[src/rtl/xsci_pkg.sv]
// Shared types, constants and helpers for the XML structural character indexer.
// No dependencies; imported by xsci_ctrl, xsci_datapath and the top level.
package xsci_pkg;

    localparam int BYTES_PER_WORD = 8;
    localparam int BYTE_W         = 8;
    localparam int WORD_W         = BYTES_PER_WORD * BYTE_W;
    localparam int NVALID_W       = 4;
    localparam int IDX_W          = 3;
    localparam int OFFSET_W       = 31;
    localparam int COUNT_W        = 16;

    localparam logic [OFFSET_W-1:0] OFFSET_MAX = {OFFSET_W{1'b1}};
    localparam logic [COUNT_W-1:0]  INDEX_LIMIT_RESET = 16'd1024;

    localparam logic KIND_POSITION = 1'b0;
    localparam logic KIND_DONE     = 1'b1;

    localparam logic [BYTE_W-1:0] CH_LT     = 8'h3C; // <
    localparam logic [BYTE_W-1:0] CH_GT     = 8'h3E; // >
    localparam logic [BYTE_W-1:0] CH_SLASH  = 8'h2F; // /
    localparam logic [BYTE_W-1:0] CH_EQ     = 8'h3D; // =
    localparam logic [BYTE_W-1:0] CH_DQUOTE = 8'h22; // "
    localparam logic [BYTE_W-1:0] CH_SQUOTE = 8'h27; // '
    localparam logic [BYTE_W-1:0] CH_AMP    = 8'h26; // &

    typedef enum logic [1:0] {
        ST_IDLE,
        ST_SCAN,
        ST_DONE
    } xsci_state_t;

    typedef struct packed {
        logic load;       // take a new input word
        logic emit_pos;   // load a position result into the output register
        logic emit_done;  // load the end-of-buffer result
    } xsci_cmd_t;

    typedef struct packed {
        logic has_pos;    // a match remains and the limit allows it
        logic more_pos;   // another position follows the current one
        logic last_word;  // the word held closes its buffer
        logic out_free;   // output register can take a result this cycle
    } xsci_status_t;

    function automatic logic is_structural(input logic [BYTE_W-1:0] b);
        return (b == CH_LT) || (b == CH_GT) || (b == CH_SLASH) || (b == CH_EQ) ||
               (b == CH_DQUOTE) || (b == CH_SQUOTE) || (b == CH_AMP);
    endfunction

endpackage

[src/rtl/xsci_ctrl.sv]
// Controller state machine of the XML structural character indexer.
// Depends on xsci_pkg; drives commands to xsci_datapath from its status.
module xsci_ctrl
    import xsci_pkg::*;
(
    input  logic         clk,
    input  logic         rst_n,
    input  logic         in_valid,
    output logic         in_stall,
    input  xsci_status_t status,
    output xsci_cmd_t    cmd
);

    xsci_state_t state_reg;
    xsci_state_t state_next;

    always_ff @(posedge clk or negedge rst_n)
    begin
        if (!rst_n)
            state_reg <= ST_IDLE;
        else
            state_reg <= state_next;
    end

    always_comb
    begin
        state_next    = state_reg;
        cmd           = '0;
        in_stall      = 1'b1;
        case (state_reg)
            ST_IDLE:
            begin
                in_stall = 1'b0;
                if (in_valid)
                begin
                    cmd.load   = 1'b1;
                    state_next = ST_SCAN;
                end
            end
            ST_SCAN:
            begin
                if (status.has_pos)
                begin
                    // hold until the output register frees up
                    if (status.out_free)
                    begin
                        cmd.emit_pos = 1'b1;
                        if (!status.more_pos)
                            state_next = status.last_word ? ST_DONE : ST_IDLE;
                    end
                end
                else
                begin
                    state_next = status.last_word ? ST_DONE : ST_IDLE;
                end
            end
            ST_DONE:
            begin
                if (status.out_free)
                begin
                    cmd.emit_done = 1'b1;
                    state_next    = ST_IDLE;
                end
            end
            default:
            begin
                state_next = ST_IDLE;
            end
        endcase
    end

endmodule

[src/rtl/xsci_datapath.sv]
// Datapath of the XML structural character indexer: byte classifier, match mask,
// offset and count registers, limit register and output register. Uses xsci_pkg.
module xsci_datapath
    import xsci_pkg::*;
(
    input  logic                  clk,
    input  logic                  rst_n,
    input  xsci_cmd_t             cmd,
    output xsci_status_t          status,
    input  logic                  cfg_wr_en,
    input  logic [COUNT_W-1:0]    cfg_wr_data,
    input  logic [WORD_W-1:0]     data_word,
    input  logic [NVALID_W-1:0]   valid_bytes,
    input  logic                  first_of_buffer,
    input  logic                  last_of_buffer,
    output logic                  out_valid,
    input  logic                  out_stall,
    output logic                  kind,
    output logic [OFFSET_W-1:0]   position,
    output logic [COUNT_W-1:0]    total_count,
    output logic                  last
);

    logic [BYTES_PER_WORD-1:0] mask_reg;
    logic [OFFSET_W-1:0]       base_reg;
    logic [OFFSET_W-1:0]       offset_reg;
    logic [COUNT_W-1:0]        count_reg;
    logic [COUNT_W-1:0]        max_reg;
    logic                      last_word_reg;
    logic                      out_valid_reg;
    logic                      kind_reg;
    logic [OFFSET_W-1:0]       position_reg;
    logic [COUNT_W-1:0]        total_reg;
    logic                      last_reg;

    logic [NVALID_W-1:0]       nvalid;
    logic [BYTES_PER_WORD-1:0] mask_in;
    logic [OFFSET_W-1:0]       base_in;
    logic [OFFSET_W:0]         offset_sum;
    logic [OFFSET_W-1:0]       offset_next;
    logic [BYTES_PER_WORD-1:0] mask_rest;
    logic [IDX_W-1:0]          hit_idx;
    logic [OFFSET_W:0]         pos_sum;
    logic [OFFSET_W-1:0]       pos_sat;
    logic [COUNT_W:0]          count_inc;

    // classify the incoming word
    always_comb
    begin
        nvalid = (valid_bytes > NVALID_W'(BYTES_PER_WORD)) ?
                 NVALID_W'(BYTES_PER_WORD) : valid_bytes;
        for (int i = 0; i < BYTES_PER_WORD; i++)
            mask_in[i] = (NVALID_W'(i) < nvalid) &&
                         is_structural(data_word[i*BYTE_W +: BYTE_W]);
        base_in     = first_of_buffer ? '0 : offset_reg;
        offset_sum  = {1'b0, base_in} + (OFFSET_W+1)'(nvalid);
        offset_next = offset_sum[OFFSET_W] ? OFFSET_MAX : offset_sum[OFFSET_W-1:0];
    end

    // lowest pending match
    always_comb
    begin
        hit_idx = '0;
        for (int i = BYTES_PER_WORD - 1; i >= 0; i--)
            if (mask_reg[i])
                hit_idx = IDX_W'(i);
        mask_rest = mask_reg & (mask_reg - BYTES_PER_WORD'(1));
        pos_sum   = {1'b0, base_reg} + (OFFSET_W+1)'(hit_idx);
        pos_sat   = pos_sum[OFFSET_W] ? OFFSET_MAX : pos_sum[OFFSET_W-1:0];
        count_inc = {1'b0, count_reg} + (COUNT_W+1)'(1);
    end

    assign status.has_pos   = (mask_reg != '0) && (count_reg < max_reg);
    assign status.more_pos  = (mask_rest != '0) && (count_inc < {1'b0, max_reg});
    assign status.last_word = last_word_reg;
    assign status.out_free  = !out_valid_reg || !out_stall;

    always_ff @(posedge clk or negedge rst_n)
    begin
        if (!rst_n)
        begin
            offset_reg <= '0;
            count_reg  <= '0;
            max_reg    <= INDEX_LIMIT_RESET;
            mask_reg   <= '0;
        end
        else
        begin
            if (cfg_wr_en)
                max_reg <= cfg_wr_data;
            if (cmd.load)
            begin
                offset_reg <= offset_next;
                mask_reg   <= mask_in;
                if (first_of_buffer)
                    count_reg <= '0;
            end
            else if (cmd.emit_pos)
            begin
                mask_reg  <= mask_rest;
                count_reg <= count_inc[COUNT_W-1:0];
            end
        end
    end

    always_ff @(posedge clk)
    begin
        if (cmd.load)
        begin
            base_reg      <= base_in;
            last_word_reg <= last_of_buffer;
        end
    end

    // output register
    always_ff @(posedge clk or negedge rst_n)
    begin
        if (!rst_n)
            out_valid_reg <= 1'b0;
        else if (cmd.emit_pos || cmd.emit_done)
            out_valid_reg <= 1'b1;
        else if (!out_stall)
            out_valid_reg <= 1'b0;
    end

    always_ff @(posedge clk)
    begin
        if (cmd.emit_pos)
        begin
            kind_reg     <= KIND_POSITION;
            position_reg <= pos_sat;
            total_reg    <= count_inc[COUNT_W-1:0];
            last_reg     <= !last_word_reg && !status.more_pos;
        end
        else if (cmd.emit_done)
        begin
            kind_reg     <= KIND_DONE;
            position_reg <= '0;
            total_reg    <= count_reg;
            last_reg     <= 1'b1;
        end
    end

    assign out_valid   = out_valid_reg;
    assign kind        = kind_reg;
    assign position    = position_reg;
    assign total_count = total_reg;
    assign last        = last_reg;

endmodule

[src/rtl/xml_structural_char_indexer.sv]
// Top level of the XML structural character indexer.
// Depends on xsci_pkg, xsci_ctrl and xsci_datapath.
//
// Usage:
//   Input channel (in_valid / in_stall) carries one 8-byte word per transaction
//   with data_word, valid_bytes, first_of_buffer and last_of_buffer. Output
//   channel (out_valid / out_stall) carries one result per transaction: a
//   position result (kind 0) for each structural byte < > / = " ' & up to the
//   index limit, in ascending byte order, then a done result (kind 1) after the
//   last word of a buffer. last marks the final result caused by a word.
//   cfg_wr_en / cfg_wr_data write the index limit; write it only while idle.
// Timing:
//   A word is accepted from idle; the sequencer then emits its positions one
//   at a time (it still visits the scan state when none are emitted) and then
//   the done result if last_of_buffer is set. It emits one result per cycle
//   through a single output register while that register is free. While
//   out_stall is high and the output register is full, a sequencer with a
//   result to emit holds and in_stall stays high. A finished result may wait
//   in the output register while the next word is accepted.
// Reset:
//   Clears offset and count, sets the index limit to 1024, empties the output.
module xml_structural_char_indexer
    import xsci_pkg::*;
(
    input  logic                  clk,
    input  logic                  rst_n,
    input  logic                  cfg_wr_en,
    input  logic [COUNT_W-1:0]    cfg_wr_data,
    input  logic                  in_valid,
    output logic                  in_stall,
    input  logic [WORD_W-1:0]     data_word,
    input  logic [NVALID_W-1:0]   valid_bytes,
    input  logic                  first_of_buffer,
    input  logic                  last_of_buffer,
    output logic                  out_valid,
    input  logic                  out_stall,
    output logic                  kind,
    output logic [OFFSET_W-1:0]   position,
    output logic [COUNT_W-1:0]    total_count,
    output logic                  last
);

    xsci_cmd_t    cmd;
    xsci_status_t status;

    // sequencer: accept a word, step through its matches, append the done result
    xsci_ctrl u_ctrl (
        .clk      (clk),
        .rst_n    (rst_n),
        .in_valid (in_valid),
        .in_stall (in_stall),
        .status   (status),
        .cmd      (cmd)
    );

    // classifier, offset/count state and output register
    xsci_datapath u_datapath (
        .clk             (clk),
        .rst_n           (rst_n),
        .cmd             (cmd),
        .status          (status),
        .cfg_wr_en       (cfg_wr_en),
        .cfg_wr_data     (cfg_wr_data),
        .data_word       (data_word),
        .valid_bytes     (valid_bytes),
        .first_of_buffer (first_of_buffer),
        .last_of_buffer  (last_of_buffer),
        .out_valid       (out_valid),
        .out_stall       (out_stall),
        .kind            (kind),
        .position        (position),
        .total_count     (total_count),
        .last            (last)
    );

endmodule

[config.mk]
export PLATFORM = sky130hd
export DESIGN_NAME = xml_structural_char_indexer
export DESIGN_NICKNAME = d
export VERILOG_FILES = /design/src/rtl/xsci_pkg.sv /design/src/rtl/xsci_ctrl.sv /design/src/rtl/xsci_datapath.sv /design/src/rtl/xml_structural_char_indexer.sv
export SDC_FILE = /design/constraint.sdc
export NUM_CORES = 1
export LEC_CHECK = 0
export ABC_AREA = 0
export BUFFER_PORTS_ARGS = -buffer_cell sky130_fd_sc_hd__buf_4
export CORE_MARGIN = 2
export CORE_UTILIZATION = 43
export DETAILED_ROUTE_END_ITERATION = 6
export SETUP_SLACK_MARGIN = 0.05
export SLEW_MARGIN = 30
export SYNTH_ARGS = -nofsm -noshare
export SYNTH_HDL_FRONTEND = slang
export SYNTH_SLANG_ARGS = --single-unit
[constraint.sdc]
create_clock -name clk -period 5.3 [get_ports clk]
set_input_delay 0.265 -clock clk [delete_from_list [all_inputs] [get_ports clk]]
set_output_delay 0.265 -clock clk [all_outputs]
set_load 0.01 [all_outputs]
# Word-level counts from Yosys, hierarchy flattened
# Cells that the tools add are included.
# classes
addsub,4
n_lt_le_gt_ge,11
bitwise_logic,1
eq_ne,64
mux,39
reduce_logical,72
# op_table
op,count
"8-bit by 6-bit equality test with 1-bit output, second input constant",56
31-bit two-way mux,5
16-bit two-way mux,5
1-bit logical OR,50
31-bit by 3-bit adder with 32-bit output,1
31-bit by 4-bit adder with 32-bit output,1
3-bit two-way mux,8
"16-bit by 1-bit adder with 17-bit output, second input constant",1
17-bit by 16-bit < comparator with 1-bit output,1
16-bit < comparator,1
"3-bit by 4-bit < comparator with 1-bit output, first input constant",4
8-bit two-way mux,2
8-bit nonzero test,2
2-bit two-way mux,6
1-bit logical AND,11
1-bit two-way mux,11
8-bit bitwise AND,1
"1-bit by 4-bit < comparator with 1-bit output, first input constant",2
"2-bit by 4-bit < comparator with 1-bit output, first input constant",2
"8-bit by 1-bit subtractor with 8-bit output, second input constant",1
"2-bit inequality test, second input constant",3
"3-bit inequality test, second input constant",2
2-bit one-hot mux with 3 select lines,1
"4-bit greater-than comparator, second input constant",1
other kinds (9),13
# totals
regBits,155
out_inout_bits,51
word_cells,203

# Longest topological paths before layout
# Gate-level depths: netlist (run 1).
# depth
depth_word,11
mapped_depth,14
ltp_nobuf,14

# Modules after synthesis
# A second synthesis (run 1) with hierarchy kept.
# hier_totals
hier_cells,951
area_unflattened_um2,9156.3
# by_module_without_submodules
mod,seq_area_each_um2,area_each_um2,cells_per_inst,instances
xsci_datapath,4225.3,9027.4,937,1
xsci_ctrl,50.0,128.9,14,1

# Worst setup path after synthesis (run 1)
# OpenSTA, ideal clock, no wires.
# synth_path
path_type,register to register
from,register u_datapath.max_reg[2]
to,"register u_datapath.last_reg, in the netlist u_datapath.last (enable)"
arrival_time_ps,3989
slack_ps,842
stages_incl_launch_ff,9
period_less_slack_ps,4458
n_path_buf,1
required_ps,4830
setup_ps,470
cell_sequence,dfrtp_1 > inv_1 > ha_1 > a211oi_1 > o21ai_0 > a211oi_1 > o211ai_1 > buf_2 > a21oi_1
# synth_via
elab_chain_cells,5
# synth_rtl
element,line_no,rtl
from (decl),xsci_datapath.sv:28,logic [COUNT_W-1:0] max_reg;
from (signal assigned),xsci_datapath.sv:90,max_reg <= cfg_wr_data;
16-bit < comparator,xsci_datapath.sv:73,assign status.has_pos = (mask_reg != '0) && (count_reg < max_reg);
1-bit logical AND,xsci_datapath.sv:73,
1-bit two-way mux,xsci_ctrl.sv:42,if (status.has_pos)
1-bit two-way mux,xsci_ctrl.sv:30,case (state_reg)
2-bit nonzero test (no line),-,
to (signal assigned),xsci_datapath.sv:133,last_reg <= !last_word_reg && !status.more_pos;
to (decl),xsci_datapath.sv:34,logic last_reg;
# No other way between the ends.
# A chain may end at the register's enable or synchronous reset.

# Worst setup path in the final report (run 1)
# layout_path
from,register u_datapath.count_reg[0]
to,"register u_datapath.last_reg, in the netlist u_datapath.last, data pin"
# layout_via
elab_chain_cells,6
word_cells_on_any_way,10
# layout_rtl
element,line_no,rtl
from (decl),xsci_datapath.sv:27,logic [COUNT_W-1:0] count_reg;
from (signal assigned),xsci_datapath.sv:101,count_reg <= count_inc[COUNT_W-1:0];
16-bit by 1-bit adder with 17-bit output,xsci_datapath.sv:70,"count_inc = {1'b0, count_reg} + (COUNT_W+1)'(1);"
17-bit by 16-bit < comparator with 1-bit output,xsci_datapath.sv:74,"assign status.more_pos = (mask_rest != '0) && (count_inc < {1'b0, max_reg});"
1-bit logical AND,xsci_datapath.sv:74,
1-bit zero test,xsci_datapath.sv:133,
1-bit logical AND,xsci_datapath.sv:133,
1-bit two-way mux *,xsci_datapath.sv:128,if (cmd.emit_pos)
# Mark *: on every way between the ends. The rest lies on a longest branch, timed or not.

==> results of run 1 <==
[metrics by stage]
| stage | cell area [um^2] | hold slack (ps) |
|---|---|---|
| after floorplan | 9080 | -30.6 |
| after global placement | 10300 | 463 |
| after detailed placement | 10300 | 367 |
| after CTS | 10900 | 20.3 |
| after global routing | 10900 | 24.5 |
| final | 10900 | 37.1 |
[metal layers]
metal  up-vias  global-route usage  routed length (um)
met2       224               0.318                9780
met1      3457               0.298               10900
met3        19              0.0339                1120
met5         -              0.0205                  57
li1       3651                   -                   -
met4         2              0.0524                 276
[power groups by stage]
stage / Clock, uW / Sequential, uW / Combinational (uW)
5_1_grt: 1260 / 1820 / 1280
2_1_floorplan: 0 / 1810 / 680
3_3_place_gp: 0 / 1810 / 1140
4_1_cts: 1200 / 1790 / 1160
3_5_place_dp: 0 / 1810 / 1150
6_report: 1190 / 1790 / 1150
[worst max-delay path, delay by kind of cell (launching register included)]
family | cells | cell delay (ps)
xor+xnor | 1 | 130
flops | 1 | 490
fa+ha+maj | 2 | 650
compound gates | 4 | 620
simple gates | 4 | 1340
[logic make-up after synthesis]
logic type	Yosys count	synth area share
AO/OA/AOI/OAI	205	0.147
XOR/XNOR	55	0.0531
adder cells (fa/ha/maj)	41	0.0579
buffers and inverters	87	0.0401
flip-flops	155	0.471
multiplexers	17	0.0190
AND/OR/NAND/NOR	374	0.211
[timing repair]
action                                 4_1_cts  5_1_grt
hold buffers                                 1        0
setup buffers                                0        0
endpoints found under the hold margin       73        0
resized for setup                            0        0
[area by class of cell]
type	instances	area (um^2)	area share
Tap cell	275	344	0.0316
Inverter	38	143	0.0131
Clock buffer	17	425	0.0390
Clock inverter	15	140	0.0129
Sequential cell	155	4280	0.392
Timing Repair Buffer	148	1120	0.102
Multi-Input combinational cell	692	4460	0.409
[worst paths after layout]
kind / depth (start not counted) / slack, ps / to / startpoint
hold / removal: 1 / 40 / u_datapath.last_word_reg / last_of_buffer
hold reg to reg: 2 / 510 / u_datapath.kind / u_datapath.kind
min in group asynchronous: 2 / 450 / u_datapath.max_reg[1] / rst_n
setup reg to reg: 11 / 1770 / u_datapath.last / u_datapath.count_reg[0]
max in group asynchronous: 2 / 4350 / u_datapath.offset_reg[21] / rst_n
setup / recovery: 11 / 1770 / u_datapath.last / u_datapath.count_reg[0]
[cell usage after synthesis, drive strengths merged (3+ instances only)]
cell,number
nand2,102
edfxtp,80
dfrtp,73
nor2,67
a21oi,61
nand3,43
o21ai,42
ha,38
inv,38
nor2b,38
nor3,33
xor2,33
clkbuf,28
xnor2,22
buf,21
nand4,20
and3,17
a31oi,16
mux2i,15
nor4,11
a31o,10
nand2b,10
o211ai,10
a21o,7
a221o,7
and4,7
nor4b,6
a211oi,5
o21a,5
a2bb2oi,4
o21bai,4
or2,4
a21boi,3
a22o,3
a41oi,3
o2111ai,3
or4,3
==> results.yml, run 1 <==
outcome:
  status: "complete, no violations"
floorplanning:
  dieArea_um2: 22300
  fp.dieW_um: 149
  die_y_um: 149
  row_count: 53
  ios: 142
  coreArea_um2: 20900
  initial_core_util: 0.435
finish:
  fin_util: 0.522
  drive_above_1_share: 0.194
  area_delta_synth_final_pct: 20.1
  final_common_cell: "buf_4"
  final_cell_mix: "buf_4, nand2_1, edfxtp_1"
  layout.nets: 1183
  antennaDiodeCount: 0
  fillCellCount: 1912
  finalNonFillerCells: 1340
global_route:
  grt_pass1_wl_um: 36300
  grt_max_degree: 75
  grtUsageTotal: 0.205
  grt_pass1_vias: 7055
  antenna_found_initial: 0
  grt-ovfl-total: 0
place:
  hpwl_um: 15800
  dp_slack_ps: 1760
  numPortBuffers: 141
  place.gp.congestion: 0.841
  dp_cells: 1307
logic_synthesis:
  ys.flop_type: "edfxtp_1"
  synth-seq-area-share: 0.471
  synth.avg_cell_area_um2: 9.72
  ys_ff_latch: 155
  synth.area.top_cells: "edfxtp_1, dfrtp_1, ha_1, nand2_1, a21oi_1"
  yosys_warnings: 0
  netlist_instances: 934
  async_reset_ff_frac: 0.477
  yosysTopAreaCellShare: 0.265
  yosys.area.top_type: "edfxtp_1"
  synth_edf_count: 80
  syn_area_um2: 9080
  synth_fp_nets: 1065
  ys_types: 73
drt:
  first_iter_violations: 490
  via_per_inst: 5.49
  vias: 7353
  wl_per_cell_um: 16.5
  detail-route-antenna-nets: 0
  dr.pass1.iters: 5
  routed_wl_um: 22100
  drc: 0
worst_setup_path:
  crit_path_start_kind: "register"
  slowest_stage: "or4_4"
  end_kind: "register"
  crit_chain: "ha_1 > nand3_4 > or4_4 > or2_4 > xnor2_1 > ha_1 > a21o_1 > a211oi_1 > a31oi_1 > nor3_1 > o21ai_0"
  cp_common_cell: "ha_1"
  critPathMaxFanout: 9
  cp_slowest_stage_delay_ps: 610
  worstPathArrival_ps: 3670
  crit_type: "reg -> reg"
  cp.required_ps: 5440
power_and_ir_drop:
  power_frac_comb: 0.279
  netSwitchingFraction: 0.344
  power.switching_uw: 1420
  pwr-share-clk: 0.287
  p_int_uw: 2710
  leakage_uw: 0.00461
  p_per_area_nw_per_um2: 379
  total_power_uw: 4130
  seq_power_share: 0.434
  peakVddDrop_v: 0.000205
timing:
  tns_ps: 0
  timing.fmax_mhz: 283
  setup_slack_ps: 1770
  finalHoldViolCount: 0
  grt_setup_unrepaired: "false"
  skew_ps: 8.42
  slew_violations: 0
  max_slew_margin: 0.398
  finalCritPeriodShare: 0.666
  period_needed_ps: 3530
  max_slew.worst_pin.slew_ps: 902
  setup_viol: 0
cts:
  root_buffer: "clkbuf_16"
  ctsLongestPathBuffers: 2
  clk_pin_slew_ps: 60
  htree_levels: 4
  clkLatencyLatePin_ps: 430
  cts_buffers: 17
  cts.sinks: 155
  cts_tree: "done"
hold_path:
  hp-class: "in -> reg"
flow_run:
  drv_cap: 0
(Power assumes the default switching activity.)
==> inputs of run 2 (changes only) <==
- clock period: 5.3 -> 3.65 ns (I/O delays scaled with it)
==> results.yml, run 2 (synthesis results as in run 1) <==
worst_setup_path:
  r2r_slack_ps: 260
  cp.buffers_inverters: 0
  crit_family: "simple AND/OR/NAND/NOR gates"
  crit_chain: "ha_2 > nand3_4 > or4_4 > or2_4 > xnor2_1 > ha_1 > a21o_1 > a211oi_1 > a31oi_1 > nor3_2 > o21ai_0"
  cp.required_ps: 3820
  cp_slowest_stage_delay_ps: 630
  crit_type: "reg -> reg"
  crit_path_start_kind: "register"
  worstPathArrival_ps: 3560
  critPathMaxFanout: 9
  end_kind: "register"
  slowest_stage: "or4_4"
finish:
  area_delta_synth_final_pct: 23.2
  final_common_cell: "buf_4"
  layout.nets: 1212
  drive_above_1_share: 0.199
  fillCellCount: 1946
  finalNonFillerCells: 1369
  final_cell_mix: "buf_4, nand2_1, edfxtp_1"
  multi_input_area_um2: 4460
  antennaDiodeCount: 0
  seqCellArea_um2: 4280
power_and_ir_drop:
  peakVddDrop_v: 0.000234
  total_power_uw: 6090
  p_per_area_nw_per_um2: 544
  leakage_uw: 0.00475
floorplanning:
  row_count: 53
  fp.dieW_um: 149
  initial_core_util: 0.435
  ios: 142
  dieArea_um2: 22300
  coreArea_um2: 20900
  die_y_um: 149
flow_run:
  drv_cap: 0
timing:
  timing.fmax_mhz: 295
  max_slew.worst_pin.slew_ps: 728
  skew_ps: 11.0
  max_slew_margin: 0.514
  period_needed_ps: 3390
  slew_violations: 0
  finalHoldViolCount: 0
  finalCritPeriodShare: 0.929
  tns_ps: 0
  setup_viol: 0
  grt_setup_unrepaired: "false"
place:
  numPortBuffers: 141
  dp_cells: 1319
  place.gp.congestion: 0.835
  hpwl_um: 16100
global_route:
  grt_max_degree: 75
  grtUsageTotal: 0.207
  grt_pass1_wl_um: 36700
  grt-ovfl-total: 0
  grt_pass1_vias: 7192
  antenna_found_initial: 0
cts:
  cts_setup_buffers: 0
  ctsLongestPathBuffers: 2
  cts.sinks: 155
  htree_levels: 4
  cts_buffers: 17
  cts_tree: "done"
  root_buffer: "clkbuf_16"
  clkLatencyLatePin_ps: 430
  clk_pin_slew_ps: 60
hold_path:
  hp-class: "in -> reg"
drt:
  detail-route-antenna-nets: 0
  drc: 0
  routed_wl_um: 22100
  via_per_inst: 5.44
  first_iter_violations: 421
  vias: 7449
  wl_per_cell_um: 16.2
  dr.pass1.iters: 5
outcome:
  status: "complete, no violations"
-- run 2: layout make-up --
type                            count  share of cell area
Multi-Input combinational cell    692               0.398
Sequential cell                   155               0.382
Timing Repair Buffer              177               0.123
Clock buffer                       18              0.0384
Tap cell                          275              0.0308
Clock inverter                     14              0.0143
Inverter                           38              0.0128
-- run 2: report_power, final --
| group | switching [uW] | internal [uW] | total (uW) |
|---|---|---|---|
| logic | 1020 | 726 | 1750 |
| clock network | 744 | 1020 | 1760 |
| registers | 268 | 2310 | 2570 |
| total | 2040 | 4050 | 6090 |
-- run 2: worst paths after layout --
| check | to | startpoint | cells after the start |
|---|---|---|---|
| setup / recovery | u_datapath.last | u_datapath.count_reg[1] | 11 |
| hold / removal | u_datapath.mask_reg[2] | data_word[23] | 4 |
| setup reg to reg | u_datapath.last | u_datapath.count_reg[1] | 11 |
| hold reg to reg | u_datapath.kind | u_datapath.kind | 2 |
| max in group asynchronous | u_datapath.out_valid | rst_n | 2 |
| min in group asynchronous | u_datapath.max_reg[0] | rst_n | 2 |
-- run 2: worst min-delay path: cells and delay by family --
family,cells,cell delay [ps]
simple gates,2,110
buf+inv,1,80
compound gates,1,70
-- run 2: repair_timing --
item                                   in CTS  in global routing
setup endpoints to repair                   0                  2
endpoints found under the hold margin      90                  0
hold buffers                               18                  0
gates resized for setup                     0                  2
-- run 2: through the flow --
step	util	instance area, um^2	setup WS (ps)	hold slack, ps
2_1_floorplan	-	9080	170	-113
3_3_place_gp	0.498	10400	243	380
3_5_place_dp	0.498	10400	187	272
4_1_cts	0.535	11200	169	34.8
5_1_grt	0.535	11200	98.2	80.4
6_report	0.535	11200	258	47.7
-- run 2: metal layers --
metal | global-route usage | wire length (um) | vias up
li1 | - | - | 3711
met3 | 0.0309 | 1110 | 23
met1 | 0.302 | 10800 | 3524
met4 | 0.0548 | 271 | 0
met5 | 0 | 0 | -
met2 | 0.323 | 9950 | 191
